==> config.mk <==
export PLATFORM = sky130hd
export DESIGN_NAME = tftp_session_tracker_core_flat
export DESIGN_NICKNAME = d
export VERILOG_FILES = /design/src/rtl/tst_pkg.sv /design/src/rtl/tst_if.sv /design/src/rtl/tst_ext.sv /design/src/rtl/tst_seq.sv /design/src/rtl/tftp_session_tracker_core.sv /design/src/flat_wrapper.sv
export SDC_FILE = /design/constraint.sdc
export NUM_CORES = 1
export LEC_CHECK = 0
export BUFFER_PORTS_ARGS = -buffer_cell sky130_fd_sc_hd__buf_2
export CAP_MARGIN = 10
export CORE_MARGIN = 4
export CORE_UTILIZATION = 30
export DETAILED_ROUTE_END_ITERATION = 10
export PLACE_DENSITY_LB_ADDON = 0.08
export REMOVE_ABC_BUFFERS = 1
export SKIP_CTS_REPAIR_TIMING = 1
export SLEW_MARGIN = 20
export SYNTH_ARGS = -nofsm -noshare
export SYNTH_HDL_FRONTEND = slang
export SYNTH_SLANG_ARGS = --single-unit
==> constraint.sdc <==
create_clock -name i_clk -period 28.2 [get_ports i_clk]
set_input_delay 5.64 -clock i_clk [delete_from_list [all_inputs] [get_ports i_clk]]
set_output_delay 5.64 -clock i_clk [all_outputs]
set_load 0.05 [all_outputs]
==> src/rtl/tst_pkg.sv <==
// Shared types, opcodes and constants for the TFTP session tracker.
package tst_pkg;

    // Raw TFTP opcodes.
    localparam logic [15:0] OP_RRQ   = 16'd1;
    localparam logic [15:0] OP_WRQ   = 16'd2;
    localparam logic [15:0] OP_DATA  = 16'd3;
    localparam logic [15:0] OP_ACK   = 16'd4;
    localparam logic [15:0] OP_ERROR = 16'd5;
    localparam logic [15:0] OP_OACK  = 16'd6;
    localparam logic [15:0] OP_INFO  = 16'd255;

    // Error codes that may close a transfer-size probe.
    localparam logic [15:0] ERR_UNDEFINED = 16'd0;
    localparam logic [15:0] ERR_OPTION    = 16'd8;

    // Block size limits and reset value.
    localparam logic [15:0] BLKSIZE_MIN   = 16'd8;
    localparam logic [15:0] BLKSIZE_MAX   = 16'd65464;
    localparam logic [15:0] BLKSIZE_RESET = 16'd512;

    // Last block number before the 16-bit counter wraps.
    localparam logic [31:0] BLOCK_WRAP_MARK = 32'h0000_FFFF;
    localparam logic [31:0] EXPECTED_RESET  = 32'd1;
    localparam logic [31:0] EXPECTED_FIRST_DONE = 32'd2;

    // Error classification codes.
    localparam logic [1:0] ECLASS_NONE  = 2'd0;
    localparam logic [1:0] ECLASS_REAL  = 2'd1;
    localparam logic [1:0] ECLASS_PROBE = 2'd2;

    // Kind of the previous packet.
    typedef enum logic [1:0] {
        KIND_NONE  = 2'd0,
        KIND_DATA  = 2'd1,
        KIND_OACK  = 2'd2,
        KIND_OTHER = 2'd3
    } t_kind;

    // One packet summary.
    typedef struct packed {
        logic [15:0] op_code;
        logic [15:0] short_block_number;
        logic [15:0] payload_bytes;
        logic [15:0] error_number;
        logic        blksize_present;
        logic [15:0] blksize_value;
        logic        tsize_present;
    } t_pkt;

    // One result item.
    typedef struct packed {
        logic [31:0] full_block_number;
        logic        last_block;
        logic        wrap_ahead;
        logic        sequence_gap;
        logic        missing_seen;
        logic        blksize_rejected;
        logic [1:0]  error_class;
        logic        opcode_known;
        logic [15:0] current_block_size;
    } t_res;

    // Block number extension status.
    typedef struct packed {
        logic [31:0] full;
        logic        ahead;
        logic        equal;
    } t_ext;

endpackage

==> src/rtl/tst_if.sv <==
// Valid/ready channel interfaces for packet summaries and results.
interface tst_in_if;
    logic        valid;
    logic        ready;
    logic [15:0] op_code;
    logic [15:0] short_block_number;
    logic [15:0] payload_bytes;
    logic [15:0] error_number;
    logic        blksize_present;
    logic [15:0] blksize_value;
    logic        tsize_present;

    modport source (
        output valid, op_code, short_block_number, payload_bytes, error_number,
               blksize_present, blksize_value, tsize_present,
        input  ready
    );
    modport sink (
        input  valid, op_code, short_block_number, payload_bytes, error_number,
               blksize_present, blksize_value, tsize_present,
        output ready
    );
endinterface

interface tst_out_if;
    logic        valid;
    logic        ready;
    logic [31:0] full_block_number;
    logic        last_block;
    logic        wrap_ahead;
    logic        sequence_gap;
    logic        missing_seen;
    logic        blksize_rejected;
    logic [1:0]  error_class;
    logic        opcode_known;
    logic [15:0] current_block_size;

    modport source (
        output valid, full_block_number, last_block, wrap_ahead, sequence_gap,
               missing_seen, blksize_rejected, error_class, opcode_known,
               current_block_size,
        input  ready
    );
    modport sink (
        input  valid, full_block_number, last_block, wrap_ahead, sequence_gap,
               missing_seen, blksize_rejected, error_class, opcode_known,
               current_block_size,
        output ready
    );
endinterface

==> src/rtl/tst_ext.sv <==
// Extends a 16-bit block number to 32 bits against the expected block.
module tst_ext
    import tst_pkg::*;
(
    input  logic [31:0] i_expected,
    input  logic [15:0] i_short,
    output t_ext        o_ext
);

    logic [15:0] diff;
    logic        near_zero;
    logic [31:0] full;

    // Signed 16-bit distance from the short number up to the expected block.
    assign diff = i_expected[15:0] - i_short;

    // A positive distance larger than the expected block would reach below
    // zero, so the short number is taken as it is.
    assign near_zero = !diff[15] && (i_expected[31:15] == 17'd0)
                       && (i_expected[14:0] < diff[14:0]);

    assign full = near_zero ? {16'd0, i_short}
                            : i_expected - {{16{diff[15]}}, diff};

    // Compare against the expected block for sequencing.
    assign o_ext.full  = full;
    assign o_ext.ahead = full > i_expected;
    assign o_ext.equal = full == i_expected;

endmodule

==> src/rtl/tst_seq.sv <==
// Conversation state and per-packet result logic.
module tst_seq
    import tst_pkg::*;
(
    input  logic i_clk,
    input  logic i_rst_n,
    input  logic i_fire,
    input  t_pkt i_pkt,
    output t_res o_res
);

    logic [15:0] r_block_size, n_block_size;
    logic        r_rrq_seen, n_rrq_seen;
    logic        r_tsize_asked, n_tsize_asked;
    t_kind       r_prev_kind, n_prev_kind;
    logic [31:0] r_expected, n_expected;
    logic        r_gap_flag, n_gap_flag;

    t_ext        ext;
    logic        probe;

    tst_ext u_ext (
        .i_expected (r_expected),
        .i_short    (i_pkt.short_block_number),
        .o_ext      (ext)
    );

    // The error codes and request state that point to a tsize probe.
    always_comb begin
        probe = ((i_pkt.error_number == ERR_UNDEFINED)
                 || (i_pkt.error_number == ERR_OPTION))
                && r_rrq_seen && r_tsize_asked
                && ((r_prev_kind == KIND_OACK)
                    || ((r_prev_kind == KIND_DATA)
                        && (r_expected == EXPECTED_FIRST_DONE)));
    end

    // Next state and result for the packet in the input register.
    always_comb begin
        n_block_size  = r_block_size;
        n_rrq_seen    = r_rrq_seen;
        n_tsize_asked = r_tsize_asked;
        n_prev_kind   = KIND_OTHER;
        n_expected    = r_expected;
        n_gap_flag    = r_gap_flag;

        o_res = '0;
        o_res.opcode_known = (i_pkt.op_code inside {[OP_RRQ:OP_OACK], OP_INFO});

        case (i_pkt.op_code)
            OP_RRQ: begin
                n_rrq_seen = 1'b1;
                if (i_pkt.tsize_present) begin
                    n_tsize_asked = 1'b1;
                end
            end
            OP_WRQ: begin
                n_rrq_seen = 1'b0;
            end
            OP_DATA: begin
                o_res.full_block_number = ext.full;
                if (ext.ahead) begin
                    n_expected         = ext.full + 32'd1;
                    n_gap_flag         = 1'b1;
                    o_res.sequence_gap = 1'b1;
                end else if (ext.equal) begin
                    n_expected = r_expected + 32'd1;
                end
                o_res.last_block = i_pkt.payload_bytes < r_block_size;
                o_res.wrap_ahead = (ext.full == BLOCK_WRAP_MARK)
                                   && (i_pkt.payload_bytes == r_block_size);
                n_prev_kind = KIND_DATA;
            end
            OP_ACK: begin
                o_res.full_block_number = ext.full;
            end
            OP_ERROR: begin
                o_res.error_class = probe ? ECLASS_PROBE : ECLASS_REAL;
            end
            OP_OACK: begin
                if (i_pkt.blksize_present) begin
                    if ((i_pkt.blksize_value < BLKSIZE_MIN)
                        || (i_pkt.blksize_value > BLKSIZE_MAX)) begin
                        o_res.blksize_rejected = 1'b1;
                    end else begin
                        n_block_size = i_pkt.blksize_value;
                    end
                end
                n_prev_kind = KIND_OACK;
            end
            default: begin
                n_prev_kind = KIND_OTHER;
            end
        endcase

        o_res.missing_seen       = n_gap_flag;
        o_res.current_block_size = n_block_size;
    end

    // State registers advance once per processed packet.
    always_ff @(posedge i_clk) begin
        if (!i_rst_n) begin
            r_block_size  <= BLKSIZE_RESET;
            r_rrq_seen    <= 1'b0;
            r_tsize_asked <= 1'b0;
            r_prev_kind   <= KIND_NONE;
            r_expected    <= EXPECTED_RESET;
            r_gap_flag    <= 1'b0;
        end else if (i_fire) begin
            r_block_size  <= n_block_size;
            r_rrq_seen    <= n_rrq_seen;
            r_tsize_asked <= n_tsize_asked;
            r_prev_kind   <= n_prev_kind;
            r_expected    <= n_expected;
            r_gap_flag    <= n_gap_flag;
        end
    end

endmodule

==> src/rtl/tftp_session_tracker_core.sv <==
// TFTP session tracker: takes one packet summary per cycle and returns one
// result per packet. Each packet is captured in an input register, evaluated
// against the conversation state and placed in a result register, so a
// result passes through the input and result registers before it reaches
// the outputs. The block accepts a new packet every cycle as long
// as the result side keeps taking results; only a held result stalls the
// input. The state update of one packet is ready for the next one in the
// following cycle. Reset sets the block size to 512 and the expected block
// number to 1.
module tftp_session_tracker_core
    import tst_pkg::*;
(
    input  logic       i_clk,
    input  logic       i_rst_n,
    tst_in_if.sink     i_pkt,
    tst_out_if.source  o_res
);

    logic r_in_valid;
    t_pkt r_pkt;
    logic r_out_valid;
    t_res r_res;
    logic advance;
    t_res res;

    // The input register moves on when the result register is free or drains.
    assign advance     = r_in_valid && (!r_out_valid || o_res.ready);
    assign i_pkt.ready = !r_in_valid || advance;

    // Input register.
    always_ff @(posedge i_clk) begin
        if (!i_rst_n) begin
            r_in_valid <= 1'b0;
        end else if (i_pkt.ready) begin
            r_in_valid <= i_pkt.valid;
        end
    end

    always_ff @(posedge i_clk) begin
        if (i_pkt.valid && i_pkt.ready) begin
            r_pkt.op_code            <= i_pkt.op_code;
            r_pkt.short_block_number <= i_pkt.short_block_number;
            r_pkt.payload_bytes      <= i_pkt.payload_bytes;
            r_pkt.error_number       <= i_pkt.error_number;
            r_pkt.blksize_present    <= i_pkt.blksize_present;
            r_pkt.blksize_value      <= i_pkt.blksize_value;
            r_pkt.tsize_present      <= i_pkt.tsize_present;
        end
    end

    tst_seq u_seq (
        .i_clk   (i_clk),
        .i_rst_n (i_rst_n),
        .i_fire  (advance),
        .i_pkt   (r_pkt),
        .o_res   (res)
    );

    // Result register.
    always_ff @(posedge i_clk) begin
        if (!i_rst_n) begin
            r_out_valid <= 1'b0;
        end else if (advance) begin
            r_out_valid <= 1'b1;
        end else if (o_res.ready) begin
            r_out_valid <= 1'b0;
        end
    end

    always_ff @(posedge i_clk) begin
        if (advance) begin
            r_res <= res;
        end
    end

    assign o_res.valid              = r_out_valid;
    assign o_res.full_block_number  = r_res.full_block_number;
    assign o_res.last_block         = r_res.last_block;
    assign o_res.wrap_ahead         = r_res.wrap_ahead;
    assign o_res.sequence_gap       = r_res.sequence_gap;
    assign o_res.missing_seen       = r_res.missing_seen;
    assign o_res.blksize_rejected   = r_res.blksize_rejected;
    assign o_res.error_class        = r_res.error_class;
    assign o_res.opcode_known       = r_res.opcode_known;
    assign o_res.current_block_size = r_res.current_block_size;

endmodule

==> src/flat_wrapper.sv <==
// flat-port wrapper written by rule: the top's interface ports become plain ports
module tftp_session_tracker_core_flat import tst_pkg::*;
  (i_clk, i_rst_n, i_pkt_valid, i_pkt_op_code, i_pkt_short_block_number, i_pkt_payload_bytes, i_pkt_error_number, i_pkt_blksize_present, i_pkt_blksize_value, i_pkt_tsize_present, i_pkt_ready, o_res_valid, o_res_full_block_number, o_res_last_block, o_res_wrap_ahead, o_res_sequence_gap, o_res_missing_seen, o_res_blksize_rejected, o_res_error_class, o_res_opcode_known, o_res_current_block_size, o_res_ready);
  tst_in_if i_pkt_i ();
  tst_out_if o_res_i ();
  input  logic i_clk;
  input  logic i_rst_n;
  input wire logic [$bits(i_pkt_i.valid)-1:0] i_pkt_valid;
  input wire logic [$bits(i_pkt_i.op_code)-1:0] i_pkt_op_code;
  input wire logic [$bits(i_pkt_i.short_block_number)-1:0] i_pkt_short_block_number;
  input wire logic [$bits(i_pkt_i.payload_bytes)-1:0] i_pkt_payload_bytes;
  input wire logic [$bits(i_pkt_i.error_number)-1:0] i_pkt_error_number;
  input wire logic [$bits(i_pkt_i.blksize_present)-1:0] i_pkt_blksize_present;
  input wire logic [$bits(i_pkt_i.blksize_value)-1:0] i_pkt_blksize_value;
  input wire logic [$bits(i_pkt_i.tsize_present)-1:0] i_pkt_tsize_present;
  output wire logic [$bits(i_pkt_i.ready)-1:0] i_pkt_ready;
  output wire logic [$bits(o_res_i.valid)-1:0] o_res_valid;
  output wire logic [$bits(o_res_i.full_block_number)-1:0] o_res_full_block_number;
  output wire logic [$bits(o_res_i.last_block)-1:0] o_res_last_block;
  output wire logic [$bits(o_res_i.wrap_ahead)-1:0] o_res_wrap_ahead;
  output wire logic [$bits(o_res_i.sequence_gap)-1:0] o_res_sequence_gap;
  output wire logic [$bits(o_res_i.missing_seen)-1:0] o_res_missing_seen;
  output wire logic [$bits(o_res_i.blksize_rejected)-1:0] o_res_blksize_rejected;
  output wire logic [$bits(o_res_i.error_class)-1:0] o_res_error_class;
  output wire logic [$bits(o_res_i.opcode_known)-1:0] o_res_opcode_known;
  output wire logic [$bits(o_res_i.current_block_size)-1:0] o_res_current_block_size;
  input wire logic [$bits(o_res_i.ready)-1:0] o_res_ready;
  assign i_pkt_i.valid = i_pkt_valid;
  assign i_pkt_i.op_code = i_pkt_op_code;
  assign i_pkt_i.short_block_number = i_pkt_short_block_number;
  assign i_pkt_i.payload_bytes = i_pkt_payload_bytes;
  assign i_pkt_i.error_number = i_pkt_error_number;
  assign i_pkt_i.blksize_present = i_pkt_blksize_present;
  assign i_pkt_i.blksize_value = i_pkt_blksize_value;
  assign i_pkt_i.tsize_present = i_pkt_tsize_present;
  assign i_pkt_ready = i_pkt_i.ready;
  assign o_res_valid = o_res_i.valid;
  assign o_res_full_block_number = o_res_i.full_block_number;
  assign o_res_last_block = o_res_i.last_block;
  assign o_res_wrap_ahead = o_res_i.wrap_ahead;
  assign o_res_sequence_gap = o_res_i.sequence_gap;
  assign o_res_missing_seen = o_res_i.missing_seen;
  assign o_res_blksize_rejected = o_res_i.blksize_rejected;
  assign o_res_error_class = o_res_i.error_class;
  assign o_res_opcode_known = o_res_i.opcode_known;
  assign o_res_current_block_size = o_res_i.current_block_size;
  assign o_res_i.ready = o_res_ready;
  tftp_session_tracker_core u_core (.i_clk(i_clk), .i_rst_n(i_rst_n), .i_pkt(i_pkt_i), .o_res(o_res_i));
endmodule
==> metrics.txt, run 1 <==
CTS sink cnt=192; # DRC=0; Synth Warn #=0; R2R Setup Slk=17.23 ns; setup violators final=0; Final Net Count=roughly 1600; DRT iter0 DRCs=817; Switch Pwr=201 uW; Net Sw Frac=29.5%; crit path launch type=input port; DP HPWL=29.7 mm; Inst Count DP=around 2000; Max Cap Viol=0; post-synth top area cell=edfxtp_1; Pwr Total=between 600 and 700 uW; post-synthesis sequential area ratio=42.1%; unrepaired setup endpoints after global routing=false; critical path class=input port to output port; min Tclk post-route=11.90 ns; Ports=144; Routed WL=39.9 mm; CTS tree=yes; Logic pwr share=15.2%; crit path launch=o_res_ready; DR WL/cell=19.8 um; Synth area leaders=edfxtp_1 (33%), dfxtp_1 (8.9%), ha_1 (7.9%), o21ai_0 (4.0%), nor2_1 (4.0%); Max Buffers Root-to-Sink=2; Root Driver=clkbuf_16; crit path max fanout=4; Diodes inserted=0; Clk pwr share=37.8%; R2R Path End=u_core.u_seq.r_expected[28]; Mapped Cells=1357; Clock Latency Late Sink=0.47 ns; period utilization=42.2%; Layout Cells excl Fill=2019; worst-path cell chain=buf_2, nor2b_1, nand2_1, buf_2; Worst path max stage delay=about 0.22 ns; Final Max Tran Viols=0; drt pass-1 iters=7; via count=10600; ys async rst share=0%; Initial Util=30.4%; leak pwr=5.41 nW; largest net degree at the start of global routing=between 40 and 50; routability cong.=0.872; Hold WC Path Type=flop to flop; Syn Area/Cell=9.14 um^2; hold worst-path end=u_core.u_seq.r_gap_flag; Crit. End Element=output port; Antenna Nets Post-Route=0; Top delay family on crit path=buffers and inverters; R2R Path Start=u_core.u_seq.r_expected[0]; relative slew slack=36.2%; layout cells sized above 1=around 16%; VDD IR max=0.0000403 V; Flop pwr share=47.0%; Clk pin slew, worst setup/hold paths=roughly 0.080 ns; cell count of the worst reg-to-reg path=39; Fin Setup TNS=0 ns; clock buffer count from CTS=17; worst slew pin tran=0.957 ns; # rows=74; status=finished, final reports clean; Crit path arrival time=around 6.3 ns; final hold slack=0.484 ns; slack of the critical path=16.30 ns; worst hold stages=2; Post-synth EDFFs=between 100 and 150; Slowest-stage cell, CP=buf_2; most frequent cells after synthesis=edfxtp_1 (137), nor2_1 (132), nand2_1 (117), o21ai_0 (100), inv_1 (96); P&R area growth vs syn=15.2%; CORE AREA=a little over 0.04 mm^2; # H-tree levels=4; first-pass GRT wire length=61.6 mm; die extent in y=211 um; pwr dens=47.8 mW/mm^2; DR vias/cell=5.27; Internal=between 400 and 500 uW; count leader, synth=edfxtp_1; initial antenna violation count=1; Post-Place Worst Slack=~16 ns; post-synth top area share=between 30% and 40%; Synth Flop Type=edfxtp_1; grt ovf=0; Mapped Area=around 0.012 mm^2; Max Clk Rate=approximately 84 MHz; Fin. Hold Viols=0; unique cell type count in the Yosys netlist=90; PortBufs=142; clk_skew=0.0180 ns; worst path required time=22.56 ns; #FFs+latches synth=~190; number of global-route vias before repair=just over 10000; gr usage total=17.9%; WP buf/inv=2; total die area=0.0446 mm^2; hold_sp=u_core.u_seq.r_gap_flag; crit-path most repeated cell=buf_2; floorplan die width=roughly 210 um
-- worst max path at each step --
| stage | cells after the start | endpoint |
|---|---|---|
| finish | 4 | i_pkt_ready |
| global route | 4 | i_pkt_ready |
| CTS | 4 | i_pkt_ready |
| detailed placement | 4 | i_pkt_ready |
| global placement | 4 | i_pkt_ready |
| floorplan | 2 | i_pkt_ready |
-- area by class of cell --
class	count	area [um^2]
fillers	4245	26600
multi-input cells	1007	6600
flip-flops and latches	192	5220
repair buffers	157	823
well taps	532	666
clock buffers	18	429
inverters	99	372
clock inverters	14	171
-- power groups by stage --
| stage | combinational [mW] | sequential (mW) | clock (mW) |
|---|---|---|---|
| 3_5_place_dp | 0.104 | 0.327 | 0 |
| 3_3_place_gp | 0.104 | 0.328 | 0 |
| 2_1_floorplan | 0.0568 | 0.338 | 0 |
| 6_report | 0.104 | 0.321 | 0.258 |
| 4_1_cts | 0.105 | 0.321 | 0.268 |
| 5_1_grt | 0.115 | 0.322 | 0.279 |
-- flip-flops by register name, summed over array words and instances (netlist names), 2 cells and up --
register and count:
u_core.o_res.current_block_size 16, u_core.u_seq.r_block_size 16, u_core.o_res.error_class 2, u_core.o_res.full_block_number 32, u_core.u_seq.r_expected 32, u_core.r_pkt 81
u_core.u_seq.r_prev_kind 2
-- kinds of logic after synthesis --
group	after synthesis	synth area share (%)
fa+ha+maj	80	8.19
flops	192	42.1
buf+inv	158	4.92
mux	23	1.90
xor+xnor	49	3.57
simple gates	498	20.5
compound gates	357	18.9
-- layer usage --
layer  part of all wire, %  track usage [%]  routed length, um
met1                    48             25.0              19000
met2                    46             28.6              18200
met3                   5.4             3.70               2150
met4                   1.4             4.31                539
met5                 0.033                0                 13
-- through the flow --
stage / utilization, % / cell area (um^2)
detailed placement: 33.5 / 13700
CTS: 35.0 / 14300
global placement: 33.5 / 13700
finish: 35.0 / 14300
global route: 35.0 / 14300
floorplan: - / 12200
-- worst reg2reg max path, delay by kind of cell (launching register included) --
kind | cells | cell delay (ns)
AO/OA/AOI/OAI | 16 | 3.82
AND/OR/NAND/NOR | 11 | 3.45
adder cells (fa/ha/maj) | 5 | 1.68
buffers and inverters | 5 | 1.31
flip-flops | 1 | 0.39
multiplexers | 1 | 0.12
XOR/XNOR | 1 | 0.09
-- cell usage in the layout, fill, tap and decap left out, types with 5 or more instances in the layout --
master and count:
a211o_1 7, a211oi_1 23, a21o_1 12, a21oi_1 87
a311oi_1 5, a31oi_1 13, and2_1 7, and3_1 9
buf_2 142, buf_4 15, clkbuf_16 17, dfxtp_1 55
edfxtp_1 137, ha_1 78, inv_1 96, inv_6 5
mux2i_1 19, nand2_1 117, nand2b_1 14, nand3_1 42
nand4_1 29, nor2_1 131, nor2b_1 11, nor3_1 55
nor4_1 30, o211ai_1 13, o21a_1 7, o21ai_0 100
o21bai_1 5, o22ai_1 9, o311ai_0 5, o31ai_1 13
or3_1 12, or4_1 6, xnor2_1 39, xor2_1 9
Note: power is estimated with default switching activity, not from simulation.
==> run 2: changes to the inputs <==
Settings changed: ABC_AREA set to 1.
Clock period 28.2 ns to 12 ns, I/O delays scaled along.
==> metrics.txt, run 2 <==
Post-synth EDFFs=137 (unchanged); first-pass GRT wire length=59.2 mm (-3.9%); clock buffer count from CTS=17 (unchanged); Synth Warn #=0 (unchanged); ys async rst share=0% (unchanged); Initial Util=30.5% (+0.092 points); critical path class=flop to flop; Slowest-stage cell, CP=nand2_1; CTS tree=yes; P&R area growth vs syn=14.6%; crit-path most repeated cell=nand2_1; Max Buffers Root-to-Sink=2 (unchanged); leak pwr=6.68 nW (+23%); Worst path max stage delay=0.79 ns (+0.57 ns); # H-tree levels=4 (unchanged); status=finished, final reports clean; Diodes inserted=0 (unchanged); relative slew slack=28.2% (-8.1 points); Clock Latency Late Sink=0.49 ns (+0.02 ns); CTS sink cnt=192 (unchanged); most frequent cells after synthesis=nand2_1 (374), inv_1 (258), edfxtp_1 (137), nor2_1 (113), a21oi_1 (103); CORE AREA=0.0410 mm^2 (+0.45%); VDD IR max=0.000115 V (+180%); clk_skew=0.0188 ns (+0.000842 ns); Antenna Nets Post-Route=0 (unchanged); # rows=74 (unchanged); crit path max fanout=21 (+17); Max Clk Rate=100 MHz; worst path required time=12.39 ns (-10.17 ns); Fin Setup TNS=0 ns (unchanged); commonest non-fill, non-tap cell in the layout=nand2_1; Mapped Area=0.0125 mm^2 (+0.76%); worst hold stages=2 (unchanged); via count=10600 (-0.39%); DRT iter0 DRCs=569 (-30%); Final Net Count=1874 (+14%); setup violators final=0 (unchanged); layout cells sized above 1=14.8% (-0.84 points); Syn Area/Cell=7.91 um^2 (-13%); total die area=0.0450 mm^2 (+0.73%); Synth Flop Type=edfxtp_1; post-synth top area share=32.9% (-0.25 points); DR vias/cell=4.71 (-11%); post-synth top area cell=edfxtp_1; Synth area leaders=edfxtp_1 (33%), nand2_1 (11%), dfxtp_1 (8.8%), ha_1 (7.8%), inv_1 (7.8%); period utilization=83.0%; max reg flops=81 (unchanged); Mapped Cells=1579 (+16%); die extent in y=212 um (+0.36%); Fin. Hold Viols=0 (unchanged); count leader, synth=nand2_1; routability cong.=0.869 (-0.38%); Crit. End Element=flop; most frequent cells in the layout=nand2_1 (374), inv_1 (256), buf_2 (142); unique cell type count in the Yosys netlist=54 (-40%); cell count of the worst reg-to-reg path=50 (+28%); worst slew pin tran=1.07 ns (+0.118 ns); Clk pin slew, worst setup/hold paths=0.08 ns (about the same); Final Cell Area=0.0143 mm^2 (+0.25%); Root Driver=clkbuf_16; Routed WL=37.8 mm (-5.3%); Crit path arrival time=10.35 ns (+4.09 ns); #FFs+latches synth=192 (unchanged); Max Cap Viol=0 (unchanged); unrepaired setup endpoints after global routing=false; R2R Setup Slk=2.04 ns (-15.19 ns); placed cell areas=0.0137 mm^2 (+0.47%); PortBufs=142 (unchanged); post-synthesis sequential area ratio=41.7% (-0.32 points); Ports=144 (unchanged); grt ovf=0 (unchanged); Final Max Tran Viols=0 (unchanged); # DRC=0 (unchanged); min Tclk post-route=9.96 ns; gr usage total=17.3% (-0.61 points); floorplan die width=212 um (+0.36%); largest net degree at the start of global routing=82 (+71%); pwr dens=111 mW/mm^2 (+130%); DP HPWL=28.7 mm (-3.5%); initial antenna violation count=3 (+2); crit path launch type=flop; Hold WC Path Type=flop to flop; drt pass-1 iters=4 (-3); Most flops, register=u_core.r_pkt; number of global-route vias before repair=10700 (+3.3%); DR WL/cell=16.8 um (-15%)
[run 2: cell families (layout without fill, tap and decap cells)]
| logic type | after synthesis | after routing | synth area share [%] |
|---|---|---|---|
| AOI/OAI and AO/OA | 240 | 240 | 11.0 |
| xor gates and xnor gates | 38 | 38 | 2.72 |
| adders and majority gates | 80 | 80 | 8.13 |
| buffers and inverters | 302 | 444 | 9.56 |
| DFF | 192 | 192 | 41.7 |
| and+or+nand+nor | 727 | 727 | 26.9 |
[run 2: power breakdown]
| group | internal, mW | switching (mW) |
|---|---|---|
| Combinational | 0.0781 | 0.190 |
| Sequential | 0.741 | 0.0115 |
| Clock | 0.275 | 0.298 |
[run 2: cell type report]
cell class / instances / area (um^2)
fillers: 4409 / 26700
multi-input cells: 1085 / 6100
flip-flops and latches: 192 / 5220
inverters: 263 / 991
repair buffers: 149 / 767
well taps: 532 / 666
clock buffers: 17 / 425
clock inverters: 15 / 149
[run 2: stage by stage]
step	util, %	std cells	total power [mW]	setup slack (ns)	hold slack [ns]
floorplan	-	1540	0.952	3.68	0.429
global placement	33.5	2221	1.04	2.05	0.441
detailed placement	33.5	2221	1.04	2.09	0.449
CTS	34.9	2253	1.63	2.05	0.463
global route	34.9	2253	1.68	1.07	0.480
finish	34.9	2253	1.59	2.04	0.458
[run 2: worst max-delay path: cells and delay by family (launching register included)]
family | cells | cell delay (ns)
compound gates | 14 | 3.72
xor+xnor | 1 | 0.15
fa+ha+maj | 5 | 1.48
buf+inv | 6 | 0.53
flops | 1 | 0.42
simple gates | 24 | 3.52
[run 2: metal layers]
metal	wire length [um]	GRT usage, %	vias up
li1	-	-	5510
met1	18100	22.9	4811
met2	16900	27.2	222
met3	1900	4.71	52
met4	896	6.24	6
met5	41	0	-
[run 2: path summary, 6_finish.rpt]
kind,from,end
setup / recovery,u_core.u_seq.r_expected[0],u_core.u_seq.r_expected[28]
hold / removal,u_core.u_seq.r_tsize_asked,u_core.u_seq.r_tsize_asked
setup reg to reg,u_core.u_seq.r_expected[0],u_core.u_seq.r_expected[28]
hold reg to reg,u_core.u_seq.r_tsize_asked,u_core.u_seq.r_tsize_asked
